[src/hdl/word_distance_unit_assert.svh]
// ----------------------------------------------------------------------------
// word_distance_unit_assert: assertion macros
// Concurrent checks that compile away when SYNTHESIS is defined.
// ----------------------------------------------------------------------------
`ifndef WORD_DISTANCE_UNIT_ASSERT_SVH
`define WORD_DISTANCE_UNIT_ASSERT_SVH

`ifndef SYNTHESIS
`define WDU_ASSERT_SAME(lbl, ante, cons) \
  lbl: assert property (@(posedge clk) disable iff (rst) (ante) |-> (cons)) \
    else $error("word_distance_unit: same-cycle check failed");
`define WDU_ASSERT_NEXT(lbl, ante, cons) \
  lbl: assert property (@(posedge clk) disable iff (rst) (ante) |=> (cons)) \
    else $error("word_distance_unit: next-cycle check failed");
`else
`define WDU_ASSERT_SAME(lbl, ante, cons)
`define WDU_ASSERT_NEXT(lbl, ante, cons)
`endif

`endif

[src/hdl/wdu_pkg.sv]
// ----------------------------------------------------------------------------
// wdu_pkg
// Shared constants, codes and types of the word distance unit.
// ----------------------------------------------------------------------------
`default_nettype none

package wdu_pkg;

  localparam int MAX_WORD = 31;
  localparam int MIN_WORD = 4;
  localparam int LEN_W    = $clog2(MAX_WORD + 2);
  localparam int SLOT_W   = $clog2(MAX_WORD);
  localparam int CHAR_W   = 8;
  localparam int FUNC_W   = 2;

  localparam logic [FUNC_W-1:0] FUNC_EDIT    = 2'd0;
  localparam logic [FUNC_W-1:0] FUNC_HAMMING = 2'd1;
  localparam logic [FUNC_W-1:0] FUNC_EXACT   = 2'd2;

  localparam logic [LEN_W-1:0] DIST_INVALID = '1;

  // Wavefront token handed from one cell to the next.
  typedef struct packed {
    logic              valid;
    logic [CHAR_W-1:0] chr;
    logic [LEN_W-1:0]  left;   // new value of the cell above
    logic [LEN_W-1:0]  diag;   // old value of the cell above
  } tok_t;

  // Shared control fanned out to every cell.
  typedef struct packed {
    logic              clear;
    logic              load;
    logic [SLOT_W-1:0] load_slot;
    logic [CHAR_W-1:0] load_char;
  } cell_ctrl_t;

endpackage

`default_nettype wire

[src/hdl/wdu_cell.sv]
// ----------------------------------------------------------------------------
// wdu_cell
// One edit-distance cell: holds a first-word character and one column entry.
// ----------------------------------------------------------------------------
`default_nettype none

module wdu_cell import wdu_pkg::*; (
  input  logic              clk,
  input  logic [SLOT_W-1:0] slot,
  input  cell_ctrl_t        ctrl,
  input  tok_t              tok_in,
  output tok_t              tok_out,
  output logic [LEN_W-1:0]  dp_value,
  output logic [CHAR_W-1:0] chr_value
);

  logic [LEN_W-1:0] dp;
  logic [CHAR_W-1:0] chr;
  logic [LEN_W-1:0] min_ld;
  logic [LEN_W-1:0] min_all;
  logic [LEN_W-1:0] calc;

  assign min_ld  = (tok_in.left <= tok_in.diag) ? tok_in.left : tok_in.diag;
  assign min_all = (min_ld <= dp) ? min_ld : dp;
  assign calc    = (chr == tok_in.chr) ? tok_in.diag : min_all + LEN_W'(1);

  always_ff @(posedge clk) begin
    if (ctrl.clear) begin
      dp            <= LEN_W'(slot) + LEN_W'(1);
      tok_out.valid <= 1'b0;
    end else begin
      tok_out.valid <= tok_in.valid;
      if (tok_in.valid) begin
        dp <= calc;
      end
    end
    // payload: hand down the new and the old value
    if (tok_in.valid) begin
      tok_out.chr  <= tok_in.chr;
      tok_out.left <= calc;
      tok_out.diag <= dp;
    end
    if (ctrl.load && (ctrl.load_slot == slot)) begin
      chr <= ctrl.load_char;
    end
  end

  assign dp_value  = dp;
  assign chr_value = chr;

endmodule

`default_nettype wire

[src/hdl/word_distance_unit.sv]
// ----------------------------------------------------------------------------
// word_distance_unit
// Edit (via a cell chain), Hamming or exact-match distance between two words.
// ----------------------------------------------------------------------------
// Usage:
//   Send the first word, one character per transfer with s_tuser[2] = 0 and
//   s_tlast on its final character, then the second word with s_tuser[2] = 1.
//   On the final second-word transfer (s_tlast = 1) s_tuser[1:0] selects the
//   result: 0 edit distance, 1 Hamming distance, 2 exact match, 3 invalid.
//   One result transfer on m_tdata[5:0] (signed, -1 on bad length or kind)
//   follows each final second-word character; no other transfer gives one.
// Timing:
//   Characters are taken one per cycle while s_tready is high. The final
//   second-word character sends a wavefront down the 31-cell chain; the
//   result is loaded into the output register once the chain is empty and
//   that register is free, and s_tready stays low meanwhile.
// Stall and reset:
//   A waiting result does not block the next pair's characters; only the
//   next result waits in the drain state for the output register. rst
//   (synchronous) returns the column to 1..31 and clears all counts.
// ----------------------------------------------------------------------------
`default_nettype none

`include "word_distance_unit_assert.svh"

module word_distance_unit import wdu_pkg::*; (
  input  logic              clk,
  input  logic              rst,
  input  logic              s_tvalid,
  output logic              s_tready,
  input  logic [7:0]        s_tdata,   // [7:0] char_code
  input  logic [2:0]        s_tuser,   // [1:0] func, [2] word_sel
  input  logic              s_tlast,   // last
  output logic              m_tvalid,
  input  logic              m_tready,
  output logic [7:0]        m_tdata    // [5:0] dist_value, [7:6] zero
);

  localparam logic ST_LOAD  = 1'b0;
  localparam logic ST_DRAIN = 1'b1;

  logic              state;
  logic [LEN_W-1:0]  first_len;
  logic [LEN_W-1:0]  second_len;
  logic              first_closed;
  logic [LEN_W-1:0]  mismatch_count;
  logic              words_differ;
  logic [FUNC_W-1:0] func_hold;
  logic [LEN_W-1:0]  dist_value;
  tok_t              inj;

  tok_t              tok [0:MAX_WORD];
  logic [MAX_WORD:0] tok_valid;
  logic [LEN_W-1:0]  dp_val  [0:MAX_WORD-1];
  logic [CHAR_W-1:0] chr_val [0:MAX_WORD-1];
  cell_ctrl_t        ctrl;

  logic              acc;
  logic              a_item;
  logic              b_item;
  logic              fresh;
  logic [LEN_W-1:0]  eff_len;
  logic              drain_done;
  logic              j_in;
  logic [CHAR_W-1:0] a_chr;
  logic              miss;
  logic              la_ok;
  logic              lb_ok;
  logic [SLOT_W-1:0] la_slot;
  logic [LEN_W-1:0]  result;

  assign s_tready = (state == ST_LOAD);
  assign acc      = s_tvalid & s_tready;
  assign a_item   = acc & ~s_tuser[2];
  assign b_item   = acc & s_tuser[2];

  // A first-word character after a closed word or a started second word
  // begins a new pair.
  assign fresh   = first_closed | (second_len != '0);
  assign eff_len = fresh ? '0 : first_len;

  // Wait until no token is left in the chain and the output register is free.
  assign drain_done = (state == ST_DRAIN) && !(|tok_valid) && (!m_tvalid || m_tready);

  assign ctrl.clear     = rst | drain_done | (a_item & fresh);
  assign ctrl.load      = a_item && (eff_len < LEN_W'(MAX_WORD));
  assign ctrl.load_slot = eff_len[SLOT_W-1:0];
  assign ctrl.load_char = s_tdata;

  // Hamming compare against the first-word character at the same position.
  assign j_in  = second_len < LEN_W'(MAX_WORD);
  assign a_chr = j_in ? chr_val[second_len[SLOT_W-1:0]] : '0;
  assign miss  = (second_len >= first_len) || (j_in && (a_chr != s_tdata));

  // Chain of cells; cell k holds column entry k+1.
  assign tok[0] = inj;

  genvar k;
  generate
    for (k = 0; k < MAX_WORD; k++) begin : g_cell
      wdu_cell u_cell (
        .clk       (clk),
        .slot      (SLOT_W'(k)),
        .ctrl      (ctrl),
        .tok_in    (tok[k]),
        .tok_out   (tok[k+1]),
        .dp_value  (dp_val[k]),
        .chr_value (chr_val[k])
      );
    end
    for (k = 0; k <= MAX_WORD; k++) begin : g_valid
      assign tok_valid[k] = tok[k].valid;
    end
  endgenerate

  // Result selection.
  assign la_ok   = (first_len >= LEN_W'(MIN_WORD)) && (first_len <= LEN_W'(MAX_WORD));
  assign lb_ok   = (second_len >= LEN_W'(MIN_WORD)) && (second_len <= LEN_W'(MAX_WORD));
  assign la_slot = SLOT_W'(first_len - LEN_W'(1));

  always_comb begin
    case (func_hold)
      FUNC_EDIT: begin
        result = dp_val[la_slot];
      end
      FUNC_HAMMING: begin
        result = (first_len == second_len) ? mismatch_count : DIST_INVALID;
      end
      FUNC_EXACT: begin
        result = (words_differ || (first_len != second_len)) ? LEN_W'(1) : '0;
      end
      default: begin
        result = DIST_INVALID;
      end
    endcase
    if (!la_ok || !lb_ok) begin
      result = DIST_INVALID;
    end
  end

  always_ff @(posedge clk) begin
    if (rst) begin
      state          <= ST_LOAD;
      first_len      <= '0;
      second_len     <= '0;
      first_closed   <= 1'b0;
      mismatch_count <= '0;
      words_differ   <= 1'b0;
      inj.valid      <= 1'b0;
      m_tvalid       <= 1'b0;
    end else begin
      // inject one token per second-word character
      inj.valid <= b_item;

      if (m_tvalid && m_tready) begin
        m_tvalid <= 1'b0;
      end

      if (a_item) begin
        if (fresh) begin
          second_len     <= '0;
          mismatch_count <= '0;
          words_differ   <= 1'b0;
        end
        first_len    <= (eff_len < LEN_W'(MAX_WORD)) ? eff_len + LEN_W'(1)
                                                     : LEN_W'(MAX_WORD + 1);
        first_closed <= s_tlast | (~fresh & first_closed);
      end

      if (b_item) begin
        if (miss) begin
          words_differ <= 1'b1;
          if ((second_len < first_len) && (mismatch_count != '1)) begin
            mismatch_count <= mismatch_count + LEN_W'(1);
          end
        end
        second_len <= j_in ? second_len + LEN_W'(1) : LEN_W'(MAX_WORD + 1);
        if (s_tlast) begin
          state <= ST_DRAIN;
        end
      end

      // Publish the result and return to the reset state.
      if (drain_done) begin
        m_tvalid       <= 1'b1;
        first_len      <= '0;
        second_len     <= '0;
        first_closed   <= 1'b0;
        mismatch_count <= '0;
        words_differ   <= 1'b0;
        state          <= ST_LOAD;
      end
    end

    if (b_item) begin
      inj.chr  <= s_tdata;
      inj.left <= second_len + LEN_W'(1);
      inj.diag <= second_len;
      if (s_tlast) begin
        func_hold <= s_tuser[1:0];
      end
    end
    if (drain_done) begin
      dist_value <= result;
    end
  end

  assign m_tdata = {2'b00, dist_value};

  `WDU_ASSERT_SAME(a_count_bound, 1'b1, mismatch_count <= second_len)
  `WDU_ASSERT_SAME(a_count_differ, mismatch_count != '0, words_differ)
  `WDU_ASSERT_NEXT(a_drain_no_inject, state == ST_DRAIN, !tok_valid[0])
  `WDU_ASSERT_NEXT(a_publish, drain_done, m_tvalid && (state == ST_LOAD))
  `WDU_ASSERT_NEXT(a_publish_clear, drain_done, (first_len == '0) && (second_len == '0))

endmodule

`default_nettype wire

[config.mk]
export PLATFORM = sky130hd
export DESIGN_NAME = word_distance_unit
export DESIGN_NICKNAME = d
export VERILOG_FILES = /design/src/hdl/wdu_pkg.sv /design/src/hdl/wdu_cell.sv /design/src/hdl/word_distance_unit.sv
export VERILOG_INCLUDE_DIRS = /design/src /design/src/hdl
export SDC_FILE = /design/constraint.sdc
export NUM_CORES = 2
export LEC_CHECK = 0
export ABC_CLOCK_PERIOD_IN_PS = 5900
export BUFFER_PORTS_ARGS = -buffer_cell sky130_fd_sc_hd__buf_2
export CAP_MARGIN = 25
export CORE_MARGIN = 1
export CORE_UTILIZATION = 35
export CTS_BUF_LIST = sky130_fd_sc_hd__clkbuf_2 sky130_fd_sc_hd__clkbuf_4 sky130_fd_sc_hd__clkbuf_8
export CTS_CLUSTER_SIZE = 16
export DETAILED_ROUTE_END_ITERATION = 12
export PLACE_DENSITY = 0.48
export SLEW_MARGIN = 10
export SYNTH_ARGS = -nofsm -noshare
export SYNTH_HDL_FRONTEND = slang
export SYNTH_SLANG_ARGS = --single-unit
[constraint.sdc]
create_clock -name clk -period 5.9 [get_ports clk]
set_input_delay 1.18 -clock clk [delete_from_list [all_inputs] [get_ports clk]]
set_output_delay 1.18 -clock clk [all_outputs]
set_load 0.03 [all_outputs]
### Yosys cells after proc, flatten, opt, wreduce, memory -nomap -nowiden

Cells that the tools add are included.

* add/subtract/negate cells: 35
* muxes and demuxes: 120
* reduce and logical (&&, ||, !) cells: 57
* eq/ne operators: 67
* $lt $le $gt $ge: 72
* bitwise operators: 14

Operator list (number)
* $mux W6: 107
* $le A6 B6 Y1: 62
* $eq A8 B8 Y1: 31
* $add A6 B1 Y6 const B: 34
* $eq A5 B5 Y1 const B: 15
* $bmux W8 S5: 1
* $eq A5 B4 Y1 const B: 8
* $logic_and A1 B1 Y1: 39
* $reduce_or A32 Y1: 1
* $bmux W6 S5: 1
* $mux W8: 3
* $eq A5 B3 Y1 const B: 4
* $pmux W6 S3: 1
* $ge A6 B3 Y1 const B: 2
* $ge A6 B6 Y1 const B: 2
* $le A6 B5 Y1 const B: 2
* $lt A6 B5 Y1 const B: 2
* $not A5 Y6: 2
* $eq A5 B2 Y1 const B: 2
* $ne A8 B8 Y1: 1
* $mux W1: 7
* $eq A6 B6 Y1: 1
* $ge A6 B6 Y1: 1
* $lt A6 B6 Y1: 1
* 17 further kinds: 35

* output and inout port bits: 10
* word-level logic and storage cells: 561
* flip-flop bits (word level): 1116

### Depth between registers and ports, before layout

* word-level depth: 10
* depth in mapped cells: 20
* depth with buffers taken out: 19

### Hierarchy

Synthesis repeated with hierarchy kept, for this count alone.

* cells, all modules: 6116
* area total of the unflattened synthesis: 72966.2 sq um

By module, submodules not included
* wdu_cell (g_cell[0].u_cell ...): times used 30, area each 2150.8 sq um, cells an instance 178
* word_distance_unit: times used 1, area each 6336.1 sq um, cells an instance 600
* wdu_cell (g_cell[27].u_cell): times used 1, area each 2105.8 sq um, cells an instance 176

### Worst setup path after synthesis

Ideal clock, no wire load.

* kind: reg-to-reg
* from: register g_cell[27].u_cell.tok_out[3] (netlist name)
* to: register g_cell[28].u_cell.dp[4]
* buffers on the path: 1
* data arrival time: 4.306 ns
* stages on the path, launching flop included: 20
* path slack: 1.474 ns
* clock period less this slack: 4.426 ns
* data required time: 5.780 ns
* cell sequence: edfxtp_1 > inv_1 > ha_1 > a21o_1 > a21o_1 > a221oi_1 > nor2_1 > mux2_2 > ha_1 > a21o_1 > a21o_1 > a211oi_1 > or2_2 > clkbuf_1 > a31oi_1 > ha_1 > nand3_1 > xor2_1 > mux2_2 > a211o_1

* longest elaborated chain between the ends: 6

Ends and longest elaborated chain
* start, declared: line wdu_cell.sv:12 `output tok_t tok_out,`
* $le A6 B6 Y1: line wdu_cell.sv:23 `assign min_ld = (tok_in.left <= tok_in.diag) ? tok_in.left : tok_in.diag;`
* $mux W6 (*): line wdu_cell.sv:23
* $le A6 B6 Y1: line wdu_cell.sv:24 `assign min_all = (min_ld <= dp) ? min_ld : dp;`
* $mux W6 (*): line wdu_cell.sv:24
* $add A6 B1 Y6 (*): line wdu_cell.sv:25 `assign calc = (chr == tok_in.chr) ? tok_in.diag : min_all + LEN_W'(1);`
* $mux W6 (*): line wdu_cell.sv:25
* named net g_cell[28].u_cell.calc[4]: line wdu_cell.sv:21 `logic [LEN_W-1:0] calc;`
* end signal, assigned: line wdu_cell.sv:29 `dp <= LEN_W'(slot) + LEN_W'(1);`
* end signal, assigned: line wdu_cell.sv:34 `dp <= calc;`
* end, declared: line wdu_cell.sv:17 `logic [LEN_W-1:0] dp;`

The timed path passes the listed nets; every way through them passes the cells marked *.
A chain may end at the register's enable or synchronous reset.

### Worst setup path in the final report

* from: register g_cell[10].u_cell.tok_out[3] (netlist name)
* to: register g_cell[11].u_cell.dp[5]

* longest elaborated chain between the ends: 6

Ends and longest elaborated chain (line)
* start, declared: wdu_cell.sv:12
* $le A6 B6 Y1: wdu_cell.sv:23
* $mux W6 (*): wdu_cell.sv:23
* $le A6 B6 Y1: wdu_cell.sv:24
* $mux W6 (*): wdu_cell.sv:24
* $add A6 B1 Y6 (*): wdu_cell.sv:25
* $mux W6 (*): wdu_cell.sv:25
* named net g_cell[11].u_cell.calc[5]: wdu_cell.sv:21
* end signal, assigned: wdu_cell.sv:29
* end signal, assigned: wdu_cell.sv:34
* end, declared: wdu_cell.sv:17

Marks and branches as above.

==> parameters.txt <==
Parameter                              Value

Worst setup path
  Critical path's largest stage delay ... 0.67 ns
  Reg2reg end ... g_cell[11].u_cell.dp_value[5]
  Largest driver fanout on the critical path ... 10
  Critical-path cell list ... inv_1 -> ha_1 -> a21o_1 -> a21o_1 -> a221oi_1 -> nor2_1 -> mux2_2 -> ha_1 -> a21oi_1 -> o221ai_1 -> o2bb2ai_1 -> nor2_1 -> a31oi_1 -> nand3_1 -> or4_1 -> nand3_1 -> o21a_1 -> a21o_1
  Most repeated library cell on the critical path ... a21o_1
  Setup crit start ... g_cell[10].u_cell.tok_out[3]
  Worst Path Arrival ... 5.70 ns
  Critical Path RT ... about 6.7 ns
  Critical path capture point type ... register
  Crit path to ... g_cell[11].u_cell.dp_value[5]
  Count of cells along the worst register-to-register path ... 18
  Count of buffer and inverter cells on the critical path ... 1
  Count of cell instances traversed by the critical path ... 18
  Register-to-register setup slack ... approximately 1.0 ns
  Worst-path cell with the longest stage delay ... o2bb2ai_1
  Critical setup path kind ... register to register
  Family of cells with the greatest summed delay on the critical path ... compound AO/OA/AOI/OAI gates
  Startpoint of the worst-slack reg-to-reg timing path ... g_cell[10].u_cell.tok_out[3]
  Startpoint type of the worst setup path ... register

Power and ir drop
  Net switching power figure ... 3.90 mW
  Clock network fraction of design power ... 0.451
  Max rail drop VDD ... 0.226 mV
  Int Pwr ... 12.9 mW
  Total leakage power ... 25.7 nW
  Logic pwr share ... 0.045
  Switching fraction of total power ... 0.232
  Share of power burned in registers ... 0.504
  Total power per unit cell area ... 252 nW/um^2

Drt
  DR DRC count ... 0
  Detailed Route Iter0 Violations ... between 2k and 3k
  Met2 wire len ... ~76000 um
  Met1 WL ... 76600 um
  Number of vias per cell ... 5.20
  Detailed-router iteration count before antenna repair ... 6
  Wirelength per Cell ... approximately 21 um
  Total length of routed wires ... around 160000 um
  Highest routed layer ... met5
  Antenna Nets Post-Route ... 0
  Met3 routed WL ... roughly 7300 um
  Via count ... between 30k and 40k

Timing
  Number of max-slew violations in the final report ... 0
  TNS Setup ... 0 ns
  Final setup margin ... 1.04 ns
  Normalized max-slew margin ... 0.260
  Setup repair after global routing missed its margin ... no
  Crit share post-route ... 0.823
  Worst Hold Margin ... 0.431 ns
  Worst-margin pin slew ... 1.10 ns
  Skew final ... 0.0612 ns
  Clock period minus worst slack ... about 4.9 ns
  Max Clock Freq ... 0.206 GHz
  Final hold violation count ... 0
  Total of endpoints with negative setup slack in the final report ... 0

Finish
  Most frequent standard cell in the layout excluding fill and tap cells ... edfxtp_1
  Commonest cells after routing, fill and taps aside ... 876 x edfxtp_1, 467 x inv_1, 418 x ha_1
  Layout cells sized above 1 ... 0.142
  Post-layout instance area ... 66800 sq um
  Core occupancy in the finished layout ... 0.394
  Area of all sequential standard cells ... a little over 30000 sq um
  Final nets ... 5669
  Area of the multi-input gates ... 26400 sq um
  # fillers ... ~16k
  Area growth from synthesis to layout ... 11.6%

CTS
  Cts-stage hold buffer count ... 0
  Number of buffers added by the clock tree synthesis step ... 189
  Clock insertion delay at the later pin of the skew report ... approximately 0.95 ns
  Maximum level of the CTS H-tree ... 4
  Root buf cell ... clkbuf_8
  Clock Sinks ... 1116
  # resized after CTS ... 0
  Post-CTS clock slew at the launch and capture registers of the worst setup and hold paths ... roughly 0.070 ns
  Bufs on Longest Clock Path ... 3
  Number of buffers inserted by post-CTS setup repair ... 0
  CTS tree ... done

Synthesis
  Synthesis Warnings ... 0
  Number of distinct standard cells referenced by the synthesized netlist ... between 70 and 80
  Syn_area_per_cell ... 11.7 sq um
  Prevailing post-synth register cell ... edfxtp_1
  Share of synthesized registers carrying an async set or reset ... 0
  Synthesized cell area ... 59800 sq um
  Number of enable-type register cells in the synthesized netlist ... 876
  Flop and latch count out of synthesis ... approximately 1.1k
  Synthesized netlist cell count ... 5099
  Sequential-to-total area share from yosys stat ... 0.520

Place
  Count of port buffers added during placement ... 23
  Gpl congestion ... approximately 0.87
  DP HPWL ... 120000 um
  Placement Cell Area ... 62600 sq um
  Pre-CTS setup slack ... 1.12 ns

Status
  Result of the run ... finished, final reports clean

Global routing
  Wire length of the first global-routing pass ... approximately 250000 um
  Residual overflow from global routing ... 0
  Antenna violations before repair ... 12
  Aggregate global-route resource usage ... 0.188
  Number of global-route vias before repair ... approximately 40k
  Largest net degree at the start of global routing ... 74

Worst hold path
  Path type of the worst min-delay path ... register to register

Floorplanning
  Height of the chip ... slightly above 400 um
  Top Ports ... 26
  Starting density of the core ... 0.353
  Standard-cell row count ... 151
  Area of the die ... roughly 170000 sq um
  Core Region ... between 150000 and 200000 sq um
  DIE WIDTH ... 415 um

Run
  Number of maximum-capacitance constraint violations ... 0
through the flow:
stage / power (mW) / cells
after floorplan: 9.08 / 5100
after global placement: 9.40 / 7260
after detailed placement: 9.40 / 7260
after CTS: 17.1 / 7616
after global routing: 17.4 / 7620
final: 16.8 / 7620
sequential cells by signal (all words and copies together), names as in the netlist, 2 cells and up:
signal,flops
g_cell.u_cell.tok_out,631
g_cell.u_cell.chr_value,248
g_cell.u_cell.dp_value,186
inj,21
dist_value,6
first_len,6
mismatch_count,6
second_len,6
func_hold,2
synth_stat cells (all sizes together), types with 35 or more instances:
master,number,area (sq um)
nand4,42,263
a21oi,223,1120
xnor2,52,455
o211ai,37,278
ha,419,5240
dfxtp,240,4800
nor2,374,1400
inv,469,1760
nor4,74,463
and3,35,219
clkbuf,103,387
mux2,206,2320
edfxtp,876,26300
a221oi,40,350
o21ai,166,846
xor2,314,2750
mux2i,172,1720
nand2,339,1270
mux4,94,2130
nand3,125,626
nor3,67,340
a21o,141,1060
and2,41,259
a31oi,86,544
buf,37,263
worst min path at each step:
| stage | start | slack [ns] | depth (start not counted) | endpoint |
|---|---|---|---|---|
| floorplan | words_differ | 0.41 | 2 | words_differ |
| global route | s_tuser[0] | 0.38 | 1 | func_hold[0] |
| global placement | words_differ | 0.43 | 2 | words_differ |
| finish | g_cell[4].u_cell.tok_out[18] | 0.43 | 0 | g_cell[5].u_cell.tok_out[18] |
| detailed placement | words_differ | 0.42 | 2 | words_differ |
| CTS | s_tuser[0] | 0.36 | 1 | func_hold[0] |
layout make-up:
class / count / share of cell area
tap: 2218 / 0.0415
timing repair buffer: 83 / 0.00951
inverter: 470 / 0.0264
clock inverter: 66 / 0.00979
sequential: 1116 / 0.466
multi-input combinational: 3374 / 0.395
clock buffer: 290 / 0.0521
antenna: 3 / 0.000112
worst register-to-register path, cell delays in order (launching register included):
cell and delay (ns):
edfxtp_1 0.39, inv_1 0.06, ha_1 0.30, a21o_1 0.16
a21o_1 0.19, a221oi_1 0.44, nor2_1 0.19, mux2_2 0.33
ha_1 0.29, a21oi_1 0.16, o221ai_1 0.14, o2bb2ai_1 0.68
nor2_1 0.08, a31oi_1 0.32, nand3_1 0.21, or4_1 0.53
nand3_1 0.10, o21a_1 0.16, a21o_1 0.11
cells by family (layout without fill, tap and decap cells):
| kind of cell | after synthesis | count (layout) | share of synthesized area |
|---|---|---|---|
| xor gates and xnor gates | 366 | 366 | 0.0536 |
| muxes | 472 | 472 | 0.103 |
| AOI/OAI and AO/OA | 877 | 877 | 0.0977 |
| buffers and inverters | 610 | 909 | 0.0403 |
| other | 1 | 5 | 0.0000627 |
| adders and majority gates | 419 | 419 | 0.0876 |
| and+or+nand+nor | 1238 | 1238 | 0.0976 |
| DFF | 1116 | 1116 | 0.520 |
routing by layer:
layer,GRT usage,vias to the layer above
met2,0.305,810
met5,0,-
met4,0.0539,6
li1,-,19100
met1,0.259,19400
met3,0.0297,253
power groups by stage:
stage | clock [mW] | combinational [mW] | sequential, mW
2_1_floorplan | 0 | 0.449 | 8.63
3_3_place_gp | 0 | 0.755 | 8.65
3_5_place_dp | 0 | 0.754 | 8.65
4_1_cts | 7.82 | 0.759 | 8.48
5_1_grt | 8.12 | 0.809 | 8.48
6_report | 7.59 | 0.757 | 8.48
Power figures use the tool's default switching activity.
